--- config.mk ---
export PLATFORM = sky130hd
export DESIGN_NAME = clipped_line_rasterizer_top
export DESIGN_NICKNAME = d
export VERILOG_FILES = /design/src/clr_pkg.sv /design/src/clipped_line_rasterizer_top.sv /design/src/clr_cfg_regs.sv /design/src/clr_stepper.sv /design/src/clr_pixel_out.sv
export SDC_FILE = /design/constraint.sdc
export NUM_CORES = 2
export LEC_CHECK = 0
export ABC_AREA = 1
export BUFFER_PORTS_ARGS = -buffer_cell sky130_fd_sc_hd__buf_2
export CORE_ASPECT_RATIO = 0.6
export CORE_MARGIN = 2
export CORE_UTILIZATION = 35
export CTS_CLUSTER_SIZE = 8
export DETAILED_ROUTE_END_ITERATION = 10
export PLACE_DENSITY_LB_ADDON = 0.08
export SKIP_LAST_GASP = 1
export SYNTH_ARGS = -nofsm -noshare
export SYNTH_HDL_FRONTEND = slang
export SYNTH_SLANG_ARGS = --single-unit
export TNS_END_PERCENT = 100
--- constraint.sdc ---
create_clock -name aclk -period 7.9 [get_ports aclk]
set_input_delay 1.58 -clock aclk [delete_from_list [all_inputs] [get_ports aclk]]
set_output_delay 1.58 -clock aclk [all_outputs]
set_load 0.005 [all_outputs]
--- src/clr_pkg.sv ---
package clr_pkg;

    // request kinds carried on s_tuser
    localparam logic REQ_START = 1'b0;
    localparam logic REQ_STEP  = 1'b1;

    // dash pattern is indexed by the low bits of the step count
    localparam int PAT_IDX_BITS = 3;

    // configuration register indexes
    typedef enum logic [2:0] {
        REG_FRAME_BASE  = 3'd0,
        REG_ROW_PITCH   = 3'd1,
        REG_VIEW_LEFT   = 3'd2,
        REG_VIEW_TOP    = 3'd3,
        REG_VIEW_RIGHT  = 3'd4,
        REG_VIEW_BOTTOM = 3'd5
    } cfg_idx_t;

    localparam int CFG_IDX_BITS  = 3;
    localparam int CFG_DATA_BITS = 32;

    // configuration reset values
    localparam logic [31:0]        RST_FRAME_BASE  = 32'd0;
    localparam logic [15:0]        RST_ROW_PITCH   = 16'd640;
    localparam logic signed [15:0] RST_VIEW_LEFT   = 16'sd0;
    localparam logic signed [15:0] RST_VIEW_TOP    = 16'sd0;
    localparam logic signed [15:0] RST_VIEW_RIGHT  = 16'sd640;
    localparam logic signed [15:0] RST_VIEW_BOTTOM = 16'sd480;

    typedef struct packed {
        logic [31:0]        frame_base;
        logic [15:0]        row_pitch;
        logic signed [15:0] view_left;
        logic signed [15:0] view_top;
        logic signed [15:0] view_right;
        logic signed [15:0] view_bottom;
    } cfg_t;

    // per-pixel status from the stepper to the output stage
    typedef struct packed {
        logic pat_en;  // pattern enables this pixel
        logic last;    // final pixel of the line, or idle
        logic idle;    // step request with no active line
    } pix_flags_t;

endpackage

--- src/clipped_line_rasterizer_top.sv ---
// Clipped Bresenham line rasterizer.
// An accepted request reaches m_tvalid through the stepper register, then the clip
// and address register with the row multiply. Throughput: one request and one pixel
// per clock while m_tready is high; the step recurrence has no pipeline register.
// Reset: synchronous active-low aresetn; no line active, view 0..640 x 0..480, pitch 640.
module clipped_line_rasterizer_top
    import clr_pkg::*;
#(
    parameter int COORD_BITS = 16
) (
    input  logic                     aclk,
    input  logic                     aresetn,
    // configuration writes
    input  logic                     cfg_wr_en,
    input  logic [CFG_IDX_BITS-1:0]  cfg_wr_index,
    input  logic [CFG_DATA_BITS-1:0] cfg_wr_data,
    // requests
    input  logic                     s_tvalid,
    output logic                     s_tready,
    // start_x, start_y, end_x, end_y, dash_pattern, line_color
    input  logic [((4*COORD_BITS+40+7)/8)*8-1:0] s_tdata,
    // req_type
    input  logic                     s_tuser,
    // pixels
    output logic                     m_tvalid,
    input  logic                     m_tready,
    // pix_x, pix_y, pix_addr, pix_color
    output logic [((2*COORD_BITS+64+7)/8)*8-1:0] m_tdata,
    // write_en
    output logic                     m_tuser,
    output logic                     m_tlast
);

    localparam int C          = COORD_BITS;
    localparam int CW         = (COORD_BITS > 16) ? COORD_BITS : 16;
    localparam int OUT_TDATA  = ((2*COORD_BITS+64+7)/8)*8;

    cfg_t                cfg;
    logic                pix_valid, pix_ready;
    logic signed [C-1:0] pix_x, pix_y;
    logic [31:0]         pix_color;
    pix_flags_t          pix_flags;

    clr_cfg_regs u_cfg (
        .aclk         (aclk),
        .aresetn      (aresetn),
        .cfg_wr_en    (cfg_wr_en),
        .cfg_wr_index (cfg_wr_index),
        .cfg_wr_data  (cfg_wr_data),
        .cfg          (cfg)
    );

    clr_stepper #(.COORD_BITS(C)) u_stepper (
        .aclk         (aclk),
        .aresetn      (aresetn),
        .req_valid    (s_tvalid),
        .req_ready    (s_tready),
        .req_type     (s_tuser),
        .start_x      (signed'(s_tdata[C-1:0])),
        .start_y      (signed'(s_tdata[2*C-1:C])),
        .end_x        (signed'(s_tdata[3*C-1:2*C])),
        .end_y        (signed'(s_tdata[4*C-1:3*C])),
        .dash_pattern (s_tdata[4*C+7:4*C]),
        .line_color   (s_tdata[4*C+39:4*C+8]),
        .pix_valid    (pix_valid),
        .pix_ready    (pix_ready),
        .pix_x        (pix_x),
        .pix_y        (pix_y),
        .pix_color    (pix_color),
        .pix_flags    (pix_flags)
    );

    clr_pixel_out #(.COORD_BITS(C), .TDATA_BITS(OUT_TDATA)) u_out (
        .aclk      (aclk),
        .aresetn   (aresetn),
        .cfg       (cfg),
        .pix_valid (pix_valid),
        .pix_ready (pix_ready),
        .pix_x     (pix_x),
        .pix_y     (pix_y),
        .pix_color (pix_color),
        .pix_flags (pix_flags),
        .m_tvalid  (m_tvalid),
        .m_tready  (m_tready),
        .m_tdata   (m_tdata),
        .m_tuser   (m_tuser),
        .m_tlast   (m_tlast)
    );

    // checks
    logic signed [CW-1:0] chk_x, chk_y;
    assign chk_x = CW'(signed'(m_tdata[C-1:0]));
    assign chk_y = CW'(signed'(m_tdata[2*C-1:C]));

    // an enabled write always lands inside the viewport
    a_write_inside: assert property (@(posedge aclk) disable iff (!aresetn)
        m_tvalid && m_tuser |->
            chk_x >= CW'(cfg.view_left) && chk_x < CW'(cfg.view_right) &&
            chk_y >= CW'(cfg.view_top)  && chk_y < CW'(cfg.view_bottom))
        else $error("write enabled outside viewport");

    // an idle step pixel is blank and ends the run
    a_idle_blank: assert property (@(posedge aclk) disable iff (!aresetn)
        pix_valid && pix_flags.idle |-> pix_flags.last && !pix_flags.pat_en &&
            pix_x == '0 && pix_y == '0 && pix_color == '0)
        else $error("idle step pixel not blank");

    // a held stepper pixel is not dropped while the output stalls
    a_no_drop: assert property (@(posedge aclk) disable iff (!aresetn)
        pix_valid && !pix_ready |=> pix_valid && $stable(pix_x) && $stable(pix_y))
        else $error("stepper pixel lost under stall");

endmodule

--- src/clr_cfg_regs.sv ---
module clr_cfg_regs
    import clr_pkg::*;
(
    input  logic                     aclk,
    input  logic                     aresetn,
    input  logic                     cfg_wr_en,
    input  logic [CFG_IDX_BITS-1:0]  cfg_wr_index,
    input  logic [CFG_DATA_BITS-1:0] cfg_wr_data,
    output cfg_t                     cfg
);

    cfg_t cfg_reg;
    cfg_t cfg_next;

    // register write decode; unused indexes are dropped
    always_comb begin
        cfg_next = cfg_reg;
        if (cfg_wr_en) begin
            unique case (cfg_idx_t'(cfg_wr_index))
                REG_FRAME_BASE:  cfg_next.frame_base  = cfg_wr_data;
                REG_ROW_PITCH:   cfg_next.row_pitch   = cfg_wr_data[15:0];
                REG_VIEW_LEFT:   cfg_next.view_left   = signed'(cfg_wr_data[15:0]);
                REG_VIEW_TOP:    cfg_next.view_top    = signed'(cfg_wr_data[15:0]);
                REG_VIEW_RIGHT:  cfg_next.view_right  = signed'(cfg_wr_data[15:0]);
                REG_VIEW_BOTTOM: cfg_next.view_bottom = signed'(cfg_wr_data[15:0]);
                default:         cfg_next = cfg_reg;
            endcase
        end
    end

    always_ff @(posedge aclk) begin
        if (!aresetn) begin
            cfg_reg.frame_base  <= RST_FRAME_BASE;
            cfg_reg.row_pitch   <= RST_ROW_PITCH;
            cfg_reg.view_left   <= RST_VIEW_LEFT;
            cfg_reg.view_top    <= RST_VIEW_TOP;
            cfg_reg.view_right  <= RST_VIEW_RIGHT;
            cfg_reg.view_bottom <= RST_VIEW_BOTTOM;
        end else begin
            cfg_reg <= cfg_next;
        end
    end

    assign cfg = cfg_reg;

endmodule

--- src/clr_stepper.sv ---
module clr_stepper
    import clr_pkg::*;
#(
    parameter int COORD_BITS = 16
) (
    input  logic                         aclk,
    input  logic                         aresetn,
    // request side
    input  logic                         req_valid,
    output logic                         req_ready,
    input  logic                         req_type,
    input  logic signed [COORD_BITS-1:0] start_x,
    input  logic signed [COORD_BITS-1:0] start_y,
    input  logic signed [COORD_BITS-1:0] end_x,
    input  logic signed [COORD_BITS-1:0] end_y,
    input  logic [7:0]                   dash_pattern,
    input  logic [31:0]                  line_color,
    // pixel toward the output stage
    output logic                         pix_valid,
    input  logic                         pix_ready,
    output logic signed [COORD_BITS-1:0] pix_x,
    output logic signed [COORD_BITS-1:0] pix_y,
    output logic [31:0]                  pix_color,
    output pix_flags_t                   pix_flags
);

    localparam int C = COORD_BITS;

    // line state
    logic signed [C-1:0] cur_x_reg,   cur_x_next;
    logic signed [C-1:0] cur_y_reg,   cur_y_next;
    logic [C:0]          err_acc_reg, err_acc_next;
    logic [C-1:0]        abs_dx_reg,  abs_dx_next;
    logic [C-1:0]        abs_dy_reg,  abs_dy_next;
    logic signed [1:0]   dir_x_reg,   dir_x_next;
    logic signed [1:0]   dir_y_reg,   dir_y_next;
    logic                x_major_reg, x_major_next;
    logic [C-1:0]        step_reg,    step_next;
    logic [7:0]          pattern_reg, pattern_next;
    logic [31:0]         color_reg,   color_next;
    logic                active_reg,  active_next;

    // result register
    logic                s1_valid_reg, s1_valid_next;
    logic signed [C-1:0] s1_x_reg,     s1_x_next;
    logic signed [C-1:0] s1_y_reg,     s1_y_next;
    logic [31:0]         s1_color_reg, s1_color_next;
    pix_flags_t          s1_flags_reg, s1_flags_next;

    logic accept;

    // start setup
    logic signed [C:0] dx, dy;
    logic [C-1:0]      st_adx, st_ady, st_major;
    logic              st_xmaj;

    // step datapath
    logic [C-1:0]      major, minor;
    logic [C:0]        err_sum;
    logic              carry;
    logic [C-1:0]      step_inc;
    logic signed [C-1:0] dxe, dye;

    assign req_ready = !s1_valid_reg || pix_ready;
    assign accept    = req_valid && req_ready;

    // endpoint deltas, magnitudes and major axis
    always_comb begin
        dx       = (C+1)'(end_x) - (C+1)'(start_x);
        dy       = (C+1)'(end_y) - (C+1)'(start_y);
        st_adx   = dx[C] ? C'(-dx) : C'(dx);
        st_ady   = dy[C] ? C'(-dy) : C'(dy);
        st_xmaj  = st_adx >= st_ady;
        st_major = st_xmaj ? st_adx : st_ady;
    end

    // one Bresenham step: error add, compare, subtract
    always_comb begin
        major    = x_major_reg ? abs_dx_reg : abs_dy_reg;
        minor    = x_major_reg ? abs_dy_reg : abs_dx_reg;
        err_sum  = err_acc_reg + (C+1)'(minor);
        carry    = err_sum >= (C+1)'(major);
        step_inc = step_reg + C'(1);
        dxe      = C'(dir_x_reg);
        dye      = C'(dir_y_reg);
    end

    // next state and pixel
    always_comb begin
        cur_x_next    = cur_x_reg;
        cur_y_next    = cur_y_reg;
        err_acc_next  = err_acc_reg;
        abs_dx_next   = abs_dx_reg;
        abs_dy_next   = abs_dy_reg;
        dir_x_next    = dir_x_reg;
        dir_y_next    = dir_y_reg;
        x_major_next  = x_major_reg;
        step_next     = step_reg;
        pattern_next  = pattern_reg;
        color_next    = color_reg;
        active_next   = active_reg;
        s1_x_next     = s1_x_reg;
        s1_y_next     = s1_y_reg;
        s1_color_next = s1_color_reg;
        s1_flags_next = s1_flags_reg;
        s1_valid_next = s1_valid_reg && !pix_ready;

        if (accept) begin
            s1_valid_next = 1'b1;
            if (req_type == REQ_START) begin
                abs_dx_next   = st_adx;
                abs_dy_next   = st_ady;
                dir_x_next    = dx[C] ? 2'sb11 : ((dx != '0) ? 2'sb01 : 2'sb00);
                dir_y_next    = dy[C] ? 2'sb11 : ((dy != '0) ? 2'sb01 : 2'sb00);
                x_major_next  = st_xmaj;
                err_acc_next  = (C+1)'(st_major >> 1);
                cur_x_next    = start_x;
                cur_y_next    = start_y;
                step_next     = '0;
                pattern_next  = dash_pattern;
                color_next    = line_color;
                active_next   = st_major != '0;
                s1_x_next     = start_x;
                s1_y_next     = start_y;
                s1_color_next = line_color;
                s1_flags_next = '{pat_en: 1'b1, last: st_major == '0, idle: 1'b0};
            end else if (!active_reg) begin
                // step with no line: blank pixel, state untouched
                s1_x_next     = '0;
                s1_y_next     = '0;
                s1_color_next = '0;
                s1_flags_next = '{pat_en: 1'b0, last: 1'b1, idle: 1'b1};
            end else begin
                err_acc_next = carry ? err_sum - (C+1)'(major) : err_sum;
                if (x_major_reg) begin
                    cur_x_next = cur_x_reg + dxe;
                    cur_y_next = carry ? cur_y_reg + dye : cur_y_reg;
                end else begin
                    cur_y_next = cur_y_reg + dye;
                    cur_x_next = carry ? cur_x_reg + dxe : cur_x_reg;
                end
                step_next     = step_inc;
                active_next   = step_inc < major;
                s1_x_next     = cur_x_next;
                s1_y_next     = cur_y_next;
                s1_color_next = color_reg;
                s1_flags_next = '{pat_en: pattern_reg[step_reg[PAT_IDX_BITS-1:0]],
                                  last:   step_inc >= major,
                                  idle:   1'b0};
            end
        end
    end

    always_ff @(posedge aclk) begin
        if (!aresetn) begin
            cur_x_reg    <= '0;
            cur_y_reg    <= '0;
            err_acc_reg  <= '0;
            abs_dx_reg   <= '0;
            abs_dy_reg   <= '0;
            dir_x_reg    <= '0;
            dir_y_reg    <= '0;
            x_major_reg  <= 1'b0;
            step_reg     <= '0;
            pattern_reg  <= '0;
            color_reg    <= '0;
            active_reg   <= 1'b0;
            s1_valid_reg <= 1'b0;
        end else begin
            cur_x_reg    <= cur_x_next;
            cur_y_reg    <= cur_y_next;
            err_acc_reg  <= err_acc_next;
            abs_dx_reg   <= abs_dx_next;
            abs_dy_reg   <= abs_dy_next;
            dir_x_reg    <= dir_x_next;
            dir_y_reg    <= dir_y_next;
            x_major_reg  <= x_major_next;
            step_reg     <= step_next;
            pattern_reg  <= pattern_next;
            color_reg    <= color_next;
            active_reg   <= active_next;
            s1_valid_reg <= s1_valid_next;
        end
    end

    // pixel payload
    always_ff @(posedge aclk) begin
        s1_x_reg     <= s1_x_next;
        s1_y_reg     <= s1_y_next;
        s1_color_reg <= s1_color_next;
        s1_flags_reg <= s1_flags_next;
    end

    assign pix_valid = s1_valid_reg;
    assign pix_x     = s1_x_reg;
    assign pix_y     = s1_y_reg;
    assign pix_color = s1_color_reg;
    assign pix_flags = s1_flags_reg;

endmodule

--- src/clr_pixel_out.sv ---
module clr_pixel_out
    import clr_pkg::*;
#(
    parameter int COORD_BITS = 16,
    parameter int TDATA_BITS = 96
) (
    input  logic                         aclk,
    input  logic                         aresetn,
    input  cfg_t                         cfg,
    // pixel from the stepper
    input  logic                         pix_valid,
    output logic                         pix_ready,
    input  logic signed [COORD_BITS-1:0] pix_x,
    input  logic signed [COORD_BITS-1:0] pix_y,
    input  logic [31:0]                  pix_color,
    input  pix_flags_t                   pix_flags,
    // result stream
    output logic                         m_tvalid,
    input  logic                         m_tready,
    output logic [TDATA_BITS-1:0]        m_tdata,
    output logic                         m_tuser,
    output logic                         m_tlast
);

    localparam int C  = COORD_BITS;
    localparam int CW = (COORD_BITS > 16) ? COORD_BITS : 16;

    logic                 valid_reg, valid_next;
    logic signed [C-1:0]  x_reg, y_reg;
    logic [31:0]          addr_reg, addr_next;
    logic [31:0]          color_reg;
    logic                 wen_reg, wen_next;
    logic                 last_reg;
    logic                 load;

    logic signed [CW-1:0] cx, cy;
    logic                 in_view;
    logic signed [31:0]   y32, x32;
    logic [31:0]          row_off;

    assign pix_ready  = !valid_reg || m_tready;
    assign load       = pix_valid && pix_ready;
    assign valid_next = pix_ready ? pix_valid : valid_reg;

    // half-open viewport test
    always_comb begin
        cx      = CW'(pix_x);
        cy      = CW'(pix_y);
        in_view = (cx >= CW'(cfg.view_left)) && (cx < CW'(cfg.view_right)) &&
                  (cy >= CW'(cfg.view_top))  && (cy < CW'(cfg.view_bottom));
        wen_next = pix_flags.pat_en && in_view && !pix_flags.idle;
    end

    // frame address, modulo 2^32
    always_comb begin
        y32       = 32'(pix_y);
        x32       = 32'(pix_x);
        row_off   = 32'(unsigned'(y32) * {16'b0, cfg.row_pitch});
        addr_next = pix_flags.idle ? 32'd0
                                   : cfg.frame_base + row_off + unsigned'(x32);
    end

    always_ff @(posedge aclk) begin
        if (!aresetn) begin
            valid_reg <= 1'b0;
        end else begin
            valid_reg <= valid_next;
        end
    end

    // result payload
    always_ff @(posedge aclk) begin
        if (load) begin
            x_reg     <= pix_x;
            y_reg     <= pix_y;
            addr_reg  <= addr_next;
            color_reg <= pix_color;
            wen_reg   <= wen_next;
            last_reg  <= pix_flags.last;
        end
    end

    assign m_tvalid = valid_reg;
    assign m_tdata  = TDATA_BITS'({color_reg, addr_reg, y_reg, x_reg});
    assign m_tuser  = wen_reg;
    assign m_tlast  = last_reg;

endmodule
==> results.txt <==
The starting utilization of the core area came out at 35.2%. The final worst clock skew came out at 0.0469 ns. The net total in the final layout is 5,603. The count of buffering cells on the critical path with inverters included is 5. The complex-gate fraction of the synthesized area came out at 13.7%. Of all cell types, the one taking the most synthesized area is fa_1. VDD sags by at most 0.201 mV.

The per-cell routed wire length came out at 18.6 um. Setup total negative slack on the finished layout was measured at 0 ns. The count of cells in the finished layout, fillers not included, comes to 6,263. The number of top-level pins is 245. The number of nets in the synthesized netlist came out at 5,435. On the critical path, the stage with the largest delay is an instance of o311ai_0.

The cell family contributing the most delay on the critical path is adder cells. After synthesis the netlist holds a flip-flop and latch count of 422. The number of failing setup endpoints in the final timing report came out at 0. The synthesized netlist contains 55 unique library cells. The clock sink count is 422. Routability-driven placement finished with a final weighted congestion of 0.939. By startpoint and endpoint, the worst setup path is classified as register to register.

Averaged over all synthesized cells, the footprint is 7.68 um^2. Buffers inserted during clock tree synthesis total 59. The final clock period utilization by the worst path is 91.7%. The worst setup path is launched from a register. The total overflow left after global routing is 0.

The layout overhead on the synthesized area came out at 11.9%. In this run the worst hold path is classified as register to register. The top fanout value on the critical path is 19. Sorting the synthesized cells by area gives the leading types as fa_1, dfxtp_1, edfxtp_1. The total area of sequential cells is 10,100 um^2. The insertion delay of the later-clocked pin in the worst-skew pair came out at 0.65 ns. Data on the critical path is required at its endpoint by 8.29 ns. The total placed cells including tap cells is 6,147. The die covers 106,000 um^2. Once the clock tree was built, the setup fixing pass inserted 0 buffers. The detailed-placement wirelength estimate is 91.0 mm. The number of antenna violations at the first check in global routing came out at 20. After floorplanning, the core was divided into 91 placement rows.

The post-synthesis instance area came out at 36,100 um^2. The via count of the routed design is 30,200. The core region is 102,000 um^2. Across all register-to-register paths, the minimum setup slack is 0.66 ns. The run finished with clean final reports. The die height came out at 253 um.

The post-synthesis mux area share is 0%. In this design, the stage delay of the slowest critical-path cell is 1.20 ns. The synthesis warning total is 0. For the pin with the worst max-slew slack, the measured transition is 1.38 ns. Walking the worst path, the cells encountered are nand2_1 > fa_1 > inv_1 > fa_1 > inv_1 > fa_1 > inv_1 > fa_1 > fa_1 > inv_1 > fa_1 > inv_1 > ha_1 > nand2_1 > nor2_1 > nand3_1 > o311ai_0 > nand3_1 > nand2_1 > a31oi_1 > o21ai_0 > a21oi_1. The flip-flop count of the largest register after layout came out at 112. The number of hold violations in the final report was 0.

Setup repair after global routing left no endpoint under its margin. After detailed routing, the total wire length is 116 mm. The final antenna-violating net count is 0.

The via-per-instance ratio is 4.83. The top-area cell type share of the netlist area is 14.3%. The iteration-0 DRC count of the detailed router came out at 2,530. The number of fillers in the final layout is 10,800. The dominant register cell in the synthesized netlist is dfxtp_1. The first global-routing pass estimated 180 mm of wire.

The clock-pin transition on the worst setup and hold timing paths is 0.06 ns. For this run, the detailed router's first-pass iteration total came to 6. In this run the power density over the cells is 248 nW/um^2.

The post-synthesis instance total came out at 4,692. In this run the number of H-tree levels came out at 2. The critical path data arrival time came out at 7.63 ns. The sequential fraction of the synthesis area came out at 28.0%. TritonCTS built the clock tree. The count of port buffers added during placement came out at 244. By area, the combinational part of the netlist is dominated by adder cells. For this design, the CTS-stage hold fixing added 0 buffers. The post-synthesis share of cell area spent on full adders, half adders and majority gates is 26.1%. For this run, the top clock speed supported by timing is 0.138 GHz. The count of max-cap constraint violations is 0. For this run, the total global-route usage over all layers was measured as 22.3%.

The reported leakage power came out at 20.4 nW. The share of post-route cells with drive strength above 1 is 9.11%. The most numerous cell type found on the critical path is fa_1.

The horizontal extent of the die came out at 418 um. The tree is rooted in a clkbuf_16. STA classifies the critical path endpoint as a register. The share of synthesized cell area in and, or, nand and nor gates came out at 17.7%.

Yosys mapped a number of flops with a built-in enable equal to 165. The shortest period the worst path allows is 7.24 ns. In the final layout, the multi-input gates occupy 21,600 um^2. The fraction of synthesized cell area in xor and xnor cells came out at 2.14%. The relative max-transition margin is 6.79%.

The commonest cells after synthesis are inv_1, nand2_1, a21oi_1, o21ai_0, ha_1. Entering global routing, the biggest net connects 99 pins. The via count of the first global-routing pass is 29,100.

The count of pins over their slew limit is 0. The share of async-settable or async-resettable flops after synthesis came out at 0%. The maximum count of clock buffers along a single path came out at 3. The post-detailed-route DRC marker count came out at 0. In this run, post-CTS repair resized a total of 0 instances.
## layer usage
layer	vias to the layer above	wire [um]	global-route usage, %	share of wire (%)
li1	15200	-	-	-
met1	14100	61700	35.7	53
met2	827	43000	29.8	37
met3	102	9320	4.97	8.0
met4	12	2210	4.27	1.9
met5	-	66	0	0.057
## area by class of cell
| class | instances | area share [%] |
|---|---|---|
| inverters | 980 | 9.14 |
| multi-input cells | 3109 | 53.4 |
| repair buffers | 288 | 3.90 |
| clock inverters | 3 | 0.136 |
| diodes | 9 | 0.0558 |
| clock buffers | 104 | 4.15 |
| well taps | 1348 | 4.18 |
| flip-flops and latches | 422 | 25.0 |
## power by group
part	internal (mW)	switching [mW]	total, mW
registers	2.53	0.180	2.71
clock network	1.42	1.04	2.46
logic	1.64	3.21	4.84
total	5.59	4.43	10.0
## kinds of logic after synthesis
| kind of cell | Yosys count |
|---|---|
| AOI/OAI and AO/OA | 886 |
| xor gates and xnor gates | 86 |
| adders and majority gates | 598 |
| buffers and inverters | 1161 |
| DFF | 422 |
| and+or+nand+nor | 1539 |
## placed cells by master, fill, tap and decap left out, types with 8 or more instances in the layout
master     instances
edfxtp_1         165
dfxtp_1          256
buf_2            242
clkbuf_1          43
nor2_1           256
diode_2            9
clkbuf_16         60
a21oi_1          368
nor2_2             8
fa_1             258
nor3_1            18
o211ai_2          12
nand2_2           23
inv_1            974
nand4_1           33
o21bai_1          11
a21boi_0           8
o21ai_0          348
o211ai_1          43
nand3_2           14
o21a_1            43
a21o_1            12
ha_1             340
a31oi_1           13
nand2_1          976
nand3_1          187
buf_4             44
xnor2_1           41
xor2_1            44
## path summary, 6_finish.rpt
path / start / end / depth (start not counted)
min reg2reg: u_stepper.pix_color[23]$_DFFE_PP_ / u_out.color_reg[23]$_DFFE_PP_ / 0
min: u_stepper.pix_color[23]$_DFFE_PP_ / u_out.color_reg[23]$_DFFE_PP_ / 0
max: u_stepper.pix_y[7]$_DFFE_PP_ / u_out.addr_reg[29]$_SDFFCE_PP0P_ / 22
max reg2reg: u_stepper.pix_y[7]$_DFFE_PP_ / u_out.addr_reg[29]$_SDFFCE_PP0P_ / 22
## through the flow
stage	hold slack, ns	power [mW]	setup WS [ns]	area, um^2	util, %
after floorplan	0.400	6.07	0.962	36100	-
after global placement	0.401	7.52	0.753	38600	37.7
after detailed placement	0.405	7.51	0.731	38600	37.7
after CTS	0.416	10.0	0.895	40300	39.4
after global routing	0.416	10.9	0.421	40300	39.4
final	0.414	10.0	0.655	40400	39.4
Note: power is estimated with default switching activity, not from simulation.
